### src/design/hsv2rgb_pkg.sv
// Shared types and constants for the HSV to RGB converter.
`timescale 1ns / 1ps
`default_nettype none

package hsv2rgb_pkg;

    localparam int HUE_W              = 13;
    localparam int CH_W               = 8;
    localparam int HUE_FRAC_BITS_DEF  = 4;

    localparam int SECTOR_DEG         = 60;
    localparam int TURN_DEG           = 360;
    localparam int CH_MAX             = 255;

    // After the hue scaling is shifted away, each level divides by 255 * 60.
    localparam int DIV_BASE           = CH_MAX * SECTOR_DEG;
    localparam int XW                 = $clog2((CH_MAX + 1) * DIV_BASE);
    localparam int RECIP_SH           = XW + $clog2(DIV_BASE);
    localparam longint unsigned RECIP_M =
        ((64'd1 << RECIP_SH) + DIV_BASE - 1) / DIV_BASE;
    localparam int RECIP_W            = $clog2(RECIP_M + 1);

    localparam int S_TDATA_W          = 32;
    localparam int M_TDATA_W          = 24;

    typedef enum logic [2:0] {
        SEC_0 = 3'd0,
        SEC_1 = 3'd1,
        SEC_2 = 3'd2,
        SEC_3 = 3'd3,
        SEC_4 = 3'd4,
        SEC_5 = 3'd5
    } sector_t;

    // Per-pixel data that rides alongside the arithmetic lanes.
    typedef struct packed {
        sector_t          sector;
        logic             grey;
        logic [CH_W-1:0]  sat;
        logic [CH_W-1:0]  val;
    } pix_side_t;

    // Load enables for the three register stages inside a lane.
    typedef struct packed {
        logic ld2;
        logic ld3;
        logic ld4;
    } lane_en_t;

endpackage

`default_nettype wire

### src/design/hsv2rgb_sector.sv
// First stage: hue wrap, sector split and remainder within the sector.
`timescale 1ns / 1ps
`default_nettype none

module hsv2rgb_sector
    import hsv2rgb_pkg::*;
#(
    parameter int HUE_FRACTION_BITS = HUE_FRAC_BITS_DEF
) (
    input  wire logic                 aclk,
    input  wire logic                 en,
    input  wire logic [HUE_W-1:0]     hue,
    input  wire logic [CH_W-1:0]      sat,
    input  wire logic [CH_W-1:0]      val,
    output      pix_side_t            side,
    output      logic [$clog2((SECTOR_DEG << HUE_FRACTION_BITS) + 1)-1:0] rem
);

    localparam int SECTOR_UNITS = SECTOR_DEG << HUE_FRACTION_BITS;
    localparam int TURN_UNITS   = TURN_DEG << HUE_FRACTION_BITS;
    localparam int RW           = $clog2(SECTOR_UNITS + 1);
    localparam int TW           = $clog2(TURN_UNITS + 1);
    localparam int CW           = (TW > HUE_W) ? TW : HUE_W;

    logic [CW-1:0] hue_ext;
    logic [CW-1:0] hue_wrap;
    logic [CW-1:0] base;
    sector_t       sector_next;
    pix_side_t     side_reg;
    logic [RW-1:0] rem_reg;
    logic [CW-1:0] rem_full;

    always_comb begin
        hue_ext  = CW'(hue);
        hue_wrap = (hue_ext >= CW'(TURN_UNITS)) ? '0 : hue_ext;
        if (hue_wrap >= CW'(5 * SECTOR_UNITS)) begin
            sector_next = SEC_5;
            base        = CW'(5 * SECTOR_UNITS);
        end else if (hue_wrap >= CW'(4 * SECTOR_UNITS)) begin
            sector_next = SEC_4;
            base        = CW'(4 * SECTOR_UNITS);
        end else if (hue_wrap >= CW'(3 * SECTOR_UNITS)) begin
            sector_next = SEC_3;
            base        = CW'(3 * SECTOR_UNITS);
        end else if (hue_wrap >= CW'(2 * SECTOR_UNITS)) begin
            sector_next = SEC_2;
            base        = CW'(2 * SECTOR_UNITS);
        end else if (hue_wrap >= CW'(SECTOR_UNITS)) begin
            sector_next = SEC_1;
            base        = CW'(SECTOR_UNITS);
        end else begin
            sector_next = SEC_0;
            base        = '0;
        end
        rem_full = hue_wrap - base;
    end

    always_ff @(posedge aclk) begin
        if (en) begin
            side_reg.sector <= sector_next;
            side_reg.grey   <= (sat == '0);
            side_reg.sat    <= sat;
            side_reg.val    <= val;
            rem_reg         <= rem_full[RW-1:0];
        end
    end

    assign side = side_reg;
    assign rem  = rem_reg;

endmodule

`default_nettype wire

### src/design/hsv2rgb_lane.sv
// One arithmetic lane: V * (1 - S * span / sector), rounded, over three stages.
`timescale 1ns / 1ps
`default_nettype none

module hsv2rgb_lane
    import hsv2rgb_pkg::*;
#(
    parameter int HUE_FRACTION_BITS = HUE_FRAC_BITS_DEF
) (
    input  wire logic                 aclk,
    input  wire lane_en_t             en,
    input  wire logic [CH_W-1:0]      sat,
    input  wire logic [$clog2((SECTOR_DEG << HUE_FRACTION_BITS) + 1)-1:0] span,
    input  wire logic [CH_W-1:0]      val,
    output      logic [CH_W-1:0]      level
);

    localparam int SECTOR_UNITS = SECTOR_DEG << HUE_FRACTION_BITS;
    localparam int RW           = $clog2(SECTOR_UNITS + 1);
    localparam int FULL         = CH_MAX * SECTOR_UNITS;
    localparam int HALF         = FULL / 2;
    localparam int WW           = $clog2(FULL + 1);
    localparam int NW           = WW + CH_W;
    localparam int SW           = NW + 1;
    localparam int PW           = XW + RECIP_W;

    logic [RW+CH_W-1:0] sr;
    logic [WW-1:0]      w_next;
    logic [WW-1:0]      w_reg;
    logic [NW-1:0]      n_next;
    logic [NW-1:0]      n_reg;
    logic [SW-1:0]      sum;
    logic [SW-1:0]      sum_sh;
    logic [PW-1:0]      prod_next;
    logic [PW-1:0]      prod_reg;

    always_comb begin
        sr     = (RW + CH_W)'(sat) * (RW + CH_W)'(span);
        w_next = WW'(FULL) - WW'(sr);
    end

    assign n_next = NW'(val) * NW'(w_reg);

    // Rounding offset, then the power-of-two part of the divisor is shifted out;
    // the remaining divide by 255 * 60 is an exact reciprocal multiply.
    always_comb begin
        sum       = SW'(n_reg) + SW'(HALF);
        sum_sh    = sum >> HUE_FRACTION_BITS;
        prod_next = PW'(sum_sh[XW-1:0]) * PW'(RECIP_M);
    end

    always_ff @(posedge aclk) begin
        if (en.ld2) begin
            w_reg <= w_next;
        end
        if (en.ld3) begin
            n_reg <= n_next;
        end
        if (en.ld4) begin
            prod_reg <= prod_next;
        end
    end

    assign level = prod_reg[RECIP_SH +: CH_W];

endmodule

`default_nettype wire

### src/design/hsv_to_rgb_converter_core.sv
// Top level of the pipelined HSV to RGB color converter.
// Usage: one HSV pixel enters per beat on the s_ stream and one RGB pixel
// leaves per beat on the m_ stream, in the same order.
// The input beat carries hue in 1/2^HUE_FRACTION_BITS degree units; a hue of a
// full turn or more is taken as zero. Saturation and brightness are 8-bit
// fractions of 255, and zero saturation gives grey at the brightness level.
// An accepted input beat reaches m_tvalid through five register stages: sector
// split, S*span product, V multiply, reciprocal divide multiply, and the output
// register where channels are picked by sector.
// Throughput is one pixel per clock while m_tready is high: every stage then moves.
// Each stage has its own valid bit and loads when it is empty or when the stage
// after it moves, so bubbles are squeezed out and s_tready stays high while any
// stage is free, even with a finished pixel waiting at the output.
// When the receiver holds m_tready low the output beat holds and the pipe
// fills up; s_tready falls only once all five stages hold pixels.
// Reset (aresetn low at a clock edge) empties the pipe; data registers are not
// cleared and nothing leaves until new beats arrive.
`timescale 1ns / 1ps
`default_nettype none

module hsv_to_rgb_converter_core
    import hsv2rgb_pkg::*;
#(
    parameter int HUE_FRACTION_BITS = HUE_FRAC_BITS_DEF
) (
    input  wire logic                  aclk,
    input  wire logic                  aresetn,
    input  wire logic                  s_tvalid,
    output      logic                  s_tready,
    // Fields from bit 0: hue[12:0], saturation[20:13], brightness[28:21], zero pad.
    input  wire logic [S_TDATA_W-1:0]  s_tdata,
    output      logic                  m_tvalid,
    input  wire logic                  m_tready,
    // Fields from bit 0: red[7:0], green[15:8], blue[23:16].
    output      logic [M_TDATA_W-1:0]  m_tdata
);

    localparam int SECTOR_UNITS = SECTOR_DEG << HUE_FRACTION_BITS;
    localparam int RW           = $clog2(SECTOR_UNITS + 1);
    localparam int NSTAGE       = 5;

    logic [NSTAGE-1:0] valid_reg;
    logic [NSTAGE-1:0] valid_next;
    logic [NSTAGE-1:0] ld;

    pix_side_t     side1;
    pix_side_t     side2_reg;
    pix_side_t     side3_reg;
    pix_side_t     side4_reg;
    logic [RW-1:0] rem1;
    logic [RW-1:0] span_q;
    logic [RW-1:0] span_t;
    logic [RW-1:0] span_p;
    lane_en_t      lane_en;
    logic [CH_W-1:0] lvl_q;
    logic [CH_W-1:0] lvl_t;
    logic [CH_W-1:0] lvl_p;

    logic [CH_W-1:0] red_reg;
    logic [CH_W-1:0] green_reg;
    logic [CH_W-1:0] blue_reg;
    logic [CH_W-1:0] red_next;
    logic [CH_W-1:0] green_next;
    logic [CH_W-1:0] blue_next;

    // A stage loads when it is empty or when the stage after it loads too.
    always_comb begin
        ld[NSTAGE-1] = !valid_reg[NSTAGE-1] || m_tready;
        for (int k = NSTAGE - 2; k >= 0; k--) begin
            ld[k] = !valid_reg[k] || ld[k+1];
        end
        valid_next[0] = ld[0] ? s_tvalid : valid_reg[0];
        for (int k = 1; k < NSTAGE; k++) begin
            valid_next[k] = ld[k] ? valid_reg[k-1] : valid_reg[k];
        end
    end

    always_ff @(posedge aclk) begin
        if (!aresetn) begin
            valid_reg <= '0;
        end else begin
            valid_reg <= valid_next;
        end
    end

    assign s_tready = ld[0];

    hsv2rgb_sector #(
        .HUE_FRACTION_BITS (HUE_FRACTION_BITS)
    ) u_sector (
        .aclk (aclk),
        .en   (ld[0]),
        .hue  (s_tdata[HUE_W-1:0]),
        .sat  (s_tdata[HUE_W +: CH_W]),
        .val  (s_tdata[HUE_W + CH_W +: CH_W]),
        .side (side1),
        .rem  (rem1)
    );

    // q uses the remainder, t its complement, and p a whole sector (V * (1 - S)).
    assign span_q = rem1;
    assign span_t = RW'(SECTOR_UNITS) - rem1;
    assign span_p = RW'(SECTOR_UNITS);

    assign lane_en.ld2 = ld[1];
    assign lane_en.ld3 = ld[2];
    assign lane_en.ld4 = ld[3];

    hsv2rgb_lane #(
        .HUE_FRACTION_BITS (HUE_FRACTION_BITS)
    ) u_lane_q (
        .aclk  (aclk),
        .en    (lane_en),
        .sat   (side1.sat),
        .span  (span_q),
        .val   (side2_reg.val),
        .level (lvl_q)
    );

    hsv2rgb_lane #(
        .HUE_FRACTION_BITS (HUE_FRACTION_BITS)
    ) u_lane_t (
        .aclk  (aclk),
        .en    (lane_en),
        .sat   (side1.sat),
        .span  (span_t),
        .val   (side2_reg.val),
        .level (lvl_t)
    );

    hsv2rgb_lane #(
        .HUE_FRACTION_BITS (HUE_FRACTION_BITS)
    ) u_lane_p (
        .aclk  (aclk),
        .en    (lane_en),
        .sat   (side1.sat),
        .span  (span_p),
        .val   (side2_reg.val),
        .level (lvl_p)
    );

    // Sector, grey flag and brightness travel beside the lanes.
    always_ff @(posedge aclk) begin
        if (ld[1]) begin
            side2_reg <= side1;
        end
        if (ld[2]) begin
            side3_reg <= side2_reg;
        end
        if (ld[3]) begin
            side4_reg <= side3_reg;
        end
    end

    // Channel selection by sector; grey pixels take all three channels from the brightness.
    always_comb begin
        case (side4_reg.sector)
            SEC_0: begin
                red_next = side4_reg.val; green_next = lvl_t; blue_next = lvl_p;
            end
            SEC_1: begin
                red_next = lvl_q; green_next = side4_reg.val; blue_next = lvl_p;
            end
            SEC_2: begin
                red_next = lvl_p; green_next = side4_reg.val; blue_next = lvl_t;
            end
            SEC_3: begin
                red_next = lvl_p; green_next = lvl_q; blue_next = side4_reg.val;
            end
            SEC_4: begin
                red_next = lvl_t; green_next = lvl_p; blue_next = side4_reg.val;
            end
            default: begin
                red_next = side4_reg.val; green_next = lvl_p; blue_next = lvl_q;
            end
        endcase
        if (side4_reg.grey) begin
            red_next   = side4_reg.val;
            green_next = side4_reg.val;
            blue_next  = side4_reg.val;
        end
    end

    always_ff @(posedge aclk) begin
        if (ld[4]) begin
            red_reg   <= red_next;
            green_reg <= green_next;
            blue_reg  <= blue_next;
        end
    end

    assign m_tvalid = valid_reg[NSTAGE-1];
    assign m_tdata  = {blue_reg, green_reg, red_reg};

    // A ready receiver always lets the pipe advance, so input is never blocked then.
    a_ready_through: assert property (@(posedge aclk) disable iff (!aresetn)
        m_tready |-> s_tready)
        else $error("input stalled while the output was ready");

    // Input is refused when every stage holds a pixel and the output is stuck.
    a_full_stall: assert property (@(posedge aclk) disable iff (!aresetn)
        (m_tvalid && !m_tready && (&valid_reg)) |-> !s_tready)
        else $error("input taken while the pipe was full and stalled");

    // A grey pixel leaves with all three channels equal.
    a_grey_out: assert property (@(posedge aclk) disable iff (!aresetn)
        (valid_reg[3] && ld[4] && side4_reg.grey) |=>
            (red_reg == green_reg && green_reg == blue_reg))
        else $error("grey pixel with unequal channels");

    // No channel ever exceeds the brightness of its pixel.
    a_level_bound: assert property (@(posedge aclk) disable iff (!aresetn)
        (valid_reg[3] && ld[4]) |=>
            (red_reg <= $past(side4_reg.val) && green_reg <= $past(side4_reg.val)
             && blue_reg <= $past(side4_reg.val)))
        else $error("channel above brightness");

endmodule

`default_nettype wire
### config.mk
export PLATFORM = sky130hd
export DESIGN_NAME = hsv_to_rgb_converter_core
export DESIGN_NICKNAME = d
export VERILOG_FILES = /design/src/design/hsv2rgb_pkg.sv /design/src/design/hsv2rgb_sector.sv /design/src/design/hsv2rgb_lane.sv /design/src/design/hsv_to_rgb_converter_core.sv
export SDC_FILE = /design/constraint.sdc
export NUM_CORES = 2
export LEC_CHECK = 0
export BUFFER_PORTS_ARGS = -buffer_cell sky130_fd_sc_hd__buf_2
export CAP_MARGIN = 40
export CORE_UTILIZATION = 45
export CTS_CLUSTER_DIAMETER = 40
export DETAILED_ROUTE_END_ITERATION = 16
export GPL_ROUTABILITY_DRIVEN = 0
export PLACE_DENSITY = 0.68
export RECOVER_POWER = 25
export SLEW_MARGIN = 15
export SYNTH_ARGS = -nofsm -noshare
export SYNTH_HDL_FRONTEND = slang
export SYNTH_HIERARCHICAL = 1
export SYNTH_SLANG_ARGS = --single-unit
### constraint.sdc
create_clock -name aclk -period 8.6 [get_ports aclk]
set_input_delay 0.43 -clock aclk [delete_from_list [all_inputs] [get_ports aclk]]
set_output_delay 0.43 -clock aclk [all_outputs]
set_load 0.01 [all_outputs]
After elaboration in Yosys (flattened, before gate mapping)

Cells that the tools add are included.

Add/sub/neg operators: 8
Equal/unequal tests: 4
Reductions and logical operators: 17
$lt $le $gt $ge: 6
Mux-type cells: 16
Multipliers: 9

Operators with widths:

| cell                                                                                  | count |
|---|---|
| 22-bit by 22-bit multiplier with 43-bit output, second input constant                 | 3 |
| 26-bit by 17-bit adder with 26-bit output, second input constant                      | 3 |
| 8-bit by 18-bit multiplier with 26-bit output                                         | 3 |
| 8-bit case mux with 3 select lines                                                    | 3 |
| 18-bit subtractor, first input constant                                               | 3 |
| 10-bit 2-to-1 mux                                                                     | 5 |
| 8-bit by 10-bit multiplier with 18-bit output                                         | 2 |
| 13-bit by 12-bit greater-or-equal comparator with 1-bit output, second input constant | 2 |
| 13-bit greater-or-equal comparator, second input constant                             | 2 |
| 8-bit 2-to-1 mux                                                                      | 3 |
| 13-bit by 10-bit greater-or-equal comparator with 1-bit output, second input constant | 1 |
| 13-bit by 11-bit greater-or-equal comparator with 1-bit output, second input constant | 1 |
| 13-bit 2-to-1 mux                                                                     | 1 |
| 8-bit by 4-bit multiplier with 12-bit output, second input constant                   | 1 |
| 2-bit OR reduction                                                                    | 5 |
| 10-bit subtractor                                                                     | 1 |
| 10-bit subtractor, first input constant                                               | 1 |
| 8-bit logical NOT                                                                     | 1 |
| 3-bit by 2-bit == test with 1-bit output, second input constant                       | 2 |
| 3-bit 2-to-1 mux                                                                      | 2 |
| 1-bit logical NOT                                                                     | 5 |
| 1-bit logical OR                                                                      | 5 |
| 3-bit by 1-bit == test with 1-bit output, second input constant                       | 1 |
| 3-bit == test, second input constant                                                  | 1 |
| other kinds (2)                                                                       | 3 |

Logic and storage cells: 92
Input port bits: 36
Bits in registers: 356
Output and inout port bits: 26

Longest topological paths before layout

Depth after elaboration: 9
Gate-level depth with buffers: 32
Depth with buffers taken out: 32

Hierarchy

The synthesis kept the hierarchy.

By module, submodules not included:

| module                    | cells an instance | times used | area an instance (um2) | sequential area each (um2) |
|---|---|---|---|---|
| hsv2rgb_lane (u_lane_t)   | 1620              | 1          | 15477.3                | 1441.4 |
| hsv2rgb_lane (u_lane_p)   | 1617              | 1          | 15252.1                | 1441.4 |
| hsv2rgb_lane (u_lane_q)   | 1529              | 1          | 14870.5                | 1441.4 |
| hsv_to_rgb_converter_core | 242               | 1          | 3195.6                 | 1901.8 |
| hsv2rgb_sector            | 90                | 1          | 1316.3                 | 900.9 |

Worst setup path before layout

Ideal clock, no wire load.

Path kind: flip-flop to flip-flop
From: reg u_lane_q.n_reg[5]
To: reg u_lane_q.prod_reg[42], data pin
Slack: 0.655 ns
Data arrival time: 7.688 ns
Cell stages (with the launch flop): 32
Setup time: 0.258 ns
Data required time: 8.342 ns
Period minus slack after synthesis: 7.945 ns
Buffers on the path: 0
Cells stage by stage: edfxtp_1 ha_1 and3_4 or3_4 o31a_1 nor4_4 nor2_2 and3_1 xor2_1 ha_1 inv_1 fa_1 fa_1 inv_1 ha_1 inv_1 fa_1 inv_1 fa_1 inv_1 fa_1 inv_1 ha_1 a21o_1 a211o_1 o211ai_1 o22ai_1 nor4b_2 o31ai_1 or2_1 a21oi_1 xnor2_1

Longest elaborated chain between the ends: 2

Ends and longest elaborated chain:

| item                                           | line               | text |
|---|---|---|
| start, declared                                | hsv2rgb_lane.sv:31 | `logic [NW-1:0] n_reg;` |
| start signal, assigned                         | hsv2rgb_lane.sv:57 | `n_reg <= n_next;` |
| 26-bit by 17-bit adder with 26-bit output      | hsv2rgb_lane.sv:47 | `sum = SW'(n_reg) + SW'(HALF);` |
| 22-bit by 22-bit multiplier with 43-bit output | hsv2rgb_lane.sv:49 | `prod_next = PW'(sum_sh[XW-1:0]) * PW'(RECIP_M);` |
| net u_lane_q.prod_next[42]                     | hsv2rgb_lane.sv:34 | `logic [PW-1:0] prod_next;` |
| end signal, assigned                           | hsv2rgb_lane.sv:60 | `prod_reg <= prod_next;` |
| end, declared                                  | hsv2rgb_lane.sv:35 | `logic [PW-1:0] prod_reg;` |

The timed path passes the listed nets, and every way through them passes these cells.
A chain may end at the register's enable or synchronous reset.

Final worst setup path

Same ends and word-level chain as after synthesis.

==> results_dict.tcl <==
set metrics [dict create \
    quantity_of_i_o_buffers_inserted_on_ports 58 \
    path_common_cell "inv_1" \
    first_pass_iters 7 \
    fp.dieArea_mm2 0.113 \
    post_synthesis_cell_type_count 98 \
    number_of_antenna_diodes 0 \
    layout_worst_path_cycle_share 0.948 \
    max_freq_ghz 0.123 \
    cts_made_buffers 41 \
    post-synth-top-area-fraction 0.311 \
    nets 6980 \
    synthFlopType "edfxtp_1" \
    netlist.top_cell.by_area "fa_1" \
    cts_root_buffer "clkbuf_16" \
    dp_hpwl_um 88000 \
    viasPerCell 5.03 \
    max_slew_margin -0.967 \
    slew_viol_final 215 \
    timing.hold.worst.class "primary input to flip-flop" \
    worstMarginPinSlew_ns 2.95 \
    grt_pass1_vias 36800 \
    crit_arrival_ns 8.47 \
    cts.clk_slew.worst_paths_ns 0.05 \
    setup_repair_after_global_routing_missed_its_margin "no" \
    timing.critical_path.slowest_cell_delay_ns 0.57 \
    antenna_found_initial 4 \
    proportion_of_layout_cells_with_a_drive_suffix_above_1 0.0448 \
    asyncSetResetFlopFracSynth 0 \
    vias 34200 \
    drt-initial-drc-count 1754 \
    ys.warnings.count 6 \
    hold_violations 0 \
    die_height_um 336 \
    post-route-min-period_ns 8.16 \
    violations "capacitance limit, slew limit" \
    wl_um 106000 \
    reg2reg_depth 30 \
    timing.max_cap.violations 6 \
    outcome "complete, but fails checks" \
    syn2layout_area_growth_pct 8.31 \
    drc_errors 0 \
    finalClockSkew_ns 0.0348 \
    detail-route-antenna-nets 0 \
    fin_tns_setup_ns 0 \
    fp.dieW_um 336 \
    synth_sequential_area_ratio 0.142 \
    grt_first_pass_wirelength_um 180000 \
    gr-usage-all-layers 0.196 \
    clock_latency_ns 0.59 \
    whs_path_depth 1 \
    clockBufferDepth 3 \
    crit_path_start_kind "flip-flop" \
    synth.ff_latch_count 239 \
    max_fo_critical_path 5 \
    synth_edf_count 234 \
    cpMaxStageDelayCell "a2111oi_4" \
    overflow 0 \
    clock_tree_from_tritoncts "done" \
    avg_cell_area_syn_um2 9.83 \
    placeableCoreArea_mm2 0.111 \
    routedWlPerCell_um 15.5 \
    crit_path_end_kind "flip-flop" \
    top_level_ports 62 \
    core.rowCount 122 \
    clkSinkCount 239 \
    ys_top_cells_by_area "fa_1 31%, ha_1 22%, edfxtp_1 14%, inv_1 9.3%, and2_1 4.4%" \
    htree_num_levels 2 \
    timing_worst_setup_path_type "flip-flop to flip-flop" \
    synthesized_instance_count 5098 \
    grt_max_degree 67 \
    final_setup_fails 0 \
    syn_std_cell_area_mm2 0.0501 \
    floorplan.initialDensity 0.453 \
    worstPathRequired_ns 8.91 \
]
layer usage:
layer,part of all wire,track usage,up-vias
li1,-,-,16500
met3,0.039,0.0197,106
met2,0.48,0.340,634
met4,0.018,0.0421,2
met1,0.46,0.263,16900
met5,0.00012,0,-
synth_stat cells (all sizes together), types with 7 or more instances:
cell     number
a211oi       23
a21oi       135
mux2         18
clkbuf       64
o211ai       17
nor2b        33
and3         25
edfxtp      234
nand2b       31
nor3b         9
or3          12
a22oi        10
nand2       444
a2111oi       8
or2          12
mux2i        18
fa          778
o31ai         7
nand3        50
a211o         8
nor3         32
o221a         7
a31oi        13
o31a          7
nand4        25
nor4         13
buf           8
nor2         95
xor2         68
o21ai        98
inv        1241
xnor2       118
and2        349
a21o         52
o21bai       15
nand3b       14
o221ai       11
o21a         24
ha          883
area by class of cell:
class | instances | area, um^2
multi-input combinational | 3624 | 38400
fill | 10200 | 56200
sequential | 239 | 7130
timing repair buffer | 136 | 877
tap | 1488 | 1860
inverter | 1241 | 4660
clock buffer | 45 | 1060
clock inverter | 31 | 314
cell families after synthesis:
family          count (synthesis)  share of synthesized area
compound gates                492                     0.0661
xor+xnor                      186                     0.0330
fa+ha+maj                    1661                      0.531
buf+inv                      1313                     0.0990
flops                         239                      0.142
mux                            36                    0.00764
other cells                     2                   0.000150
simple gates                 1169                      0.121
cell usage in the layout, fill, tap and decap left out, drive strengths merged, types with 8 or more instances in the layout:
cell type	instances
a2111oi	8
a211o	8
a211oi	23
a21o	52
a21oi	135
a22oi	10
a31oi	13
and2	349
and3	25
buf	94
clkbuf	80
clkinv	15
conb	80
edfxtp	234
fa	778
ha	883
inv	1253
mux2	18
mux2i	18
nand2	444
nand2b	31
nand3	50
nand3b	14
nand4	25
nor2	95
nor2b	33
nor3	32
nor3b	9
nor4	13
o211ai	17
o21a	24
o21ai	98
o21bai	15
o221ai	11
or2	12
or3	12
xnor2	118
xor2	68
through the flow:
stage | setup slack [ns] | instance area [um^2] | util | cells | hold slack [ns]
after floorplan | 0.655 | 50400 | - | 5176 | 0.400
after global placement | 0.269 | 52700 | 0.477 | 6714 | 0.402
after detailed placement | 0.176 | 52800 | 0.478 | 6717 | 0.405
after CTS | 0.170 | 54200 | 0.491 | 6800 | 0.00346
after global routing | 0.0433 | 54300 | 0.491 | 6804 | 0.0143
final | 0.443 | 54300 | 0.491 | 6804 | 0.0365
worst max-delay path, delay by kind of cell, from the launching register on:
| family | cells | cell delay, ns |
|---|---|---|
| buffers and inverters | 6 | 0.35 |
| flip-flops | 1 | 0.45 |
| AND/OR/NAND/NOR | 8 | 1.58 |
| AO/OA/AOI/OAI | 5 | 1.49 |
| XOR/XNOR | 2 | 0.44 |
| adder cells (fa/ha/maj) | 9 | 3.55 |
repair_timing:
| action | CTS | global route |
|---|---|---|
| resized for setup | 0 | 9 |
| buffers inserted | 0 | 1 |
| endpoints found under the setup margin | 0 | 9 |
| hold endpoints to repair | 7 | 0 |
| hold buffers | 7 | 0 |
worst paths after layout:
kind                          start                     to  slack [ns]
hold / removal          s_tdata[24]       u_sector/side[3]        0.04
hold reg to reg    u_sector/side[2]           side2_reg[2]        0.42
setup reg to reg  u_lane_q/n_reg[5]  u_lane_q/prod_reg[42]        0.44
setup / recovery  u_lane_q/n_reg[5]  u_lane_q/prod_reg[42]        0.44
Power is not shown: default switching activity piles up to over one toggle a cycle in this logic, so the estimate is an artifact.
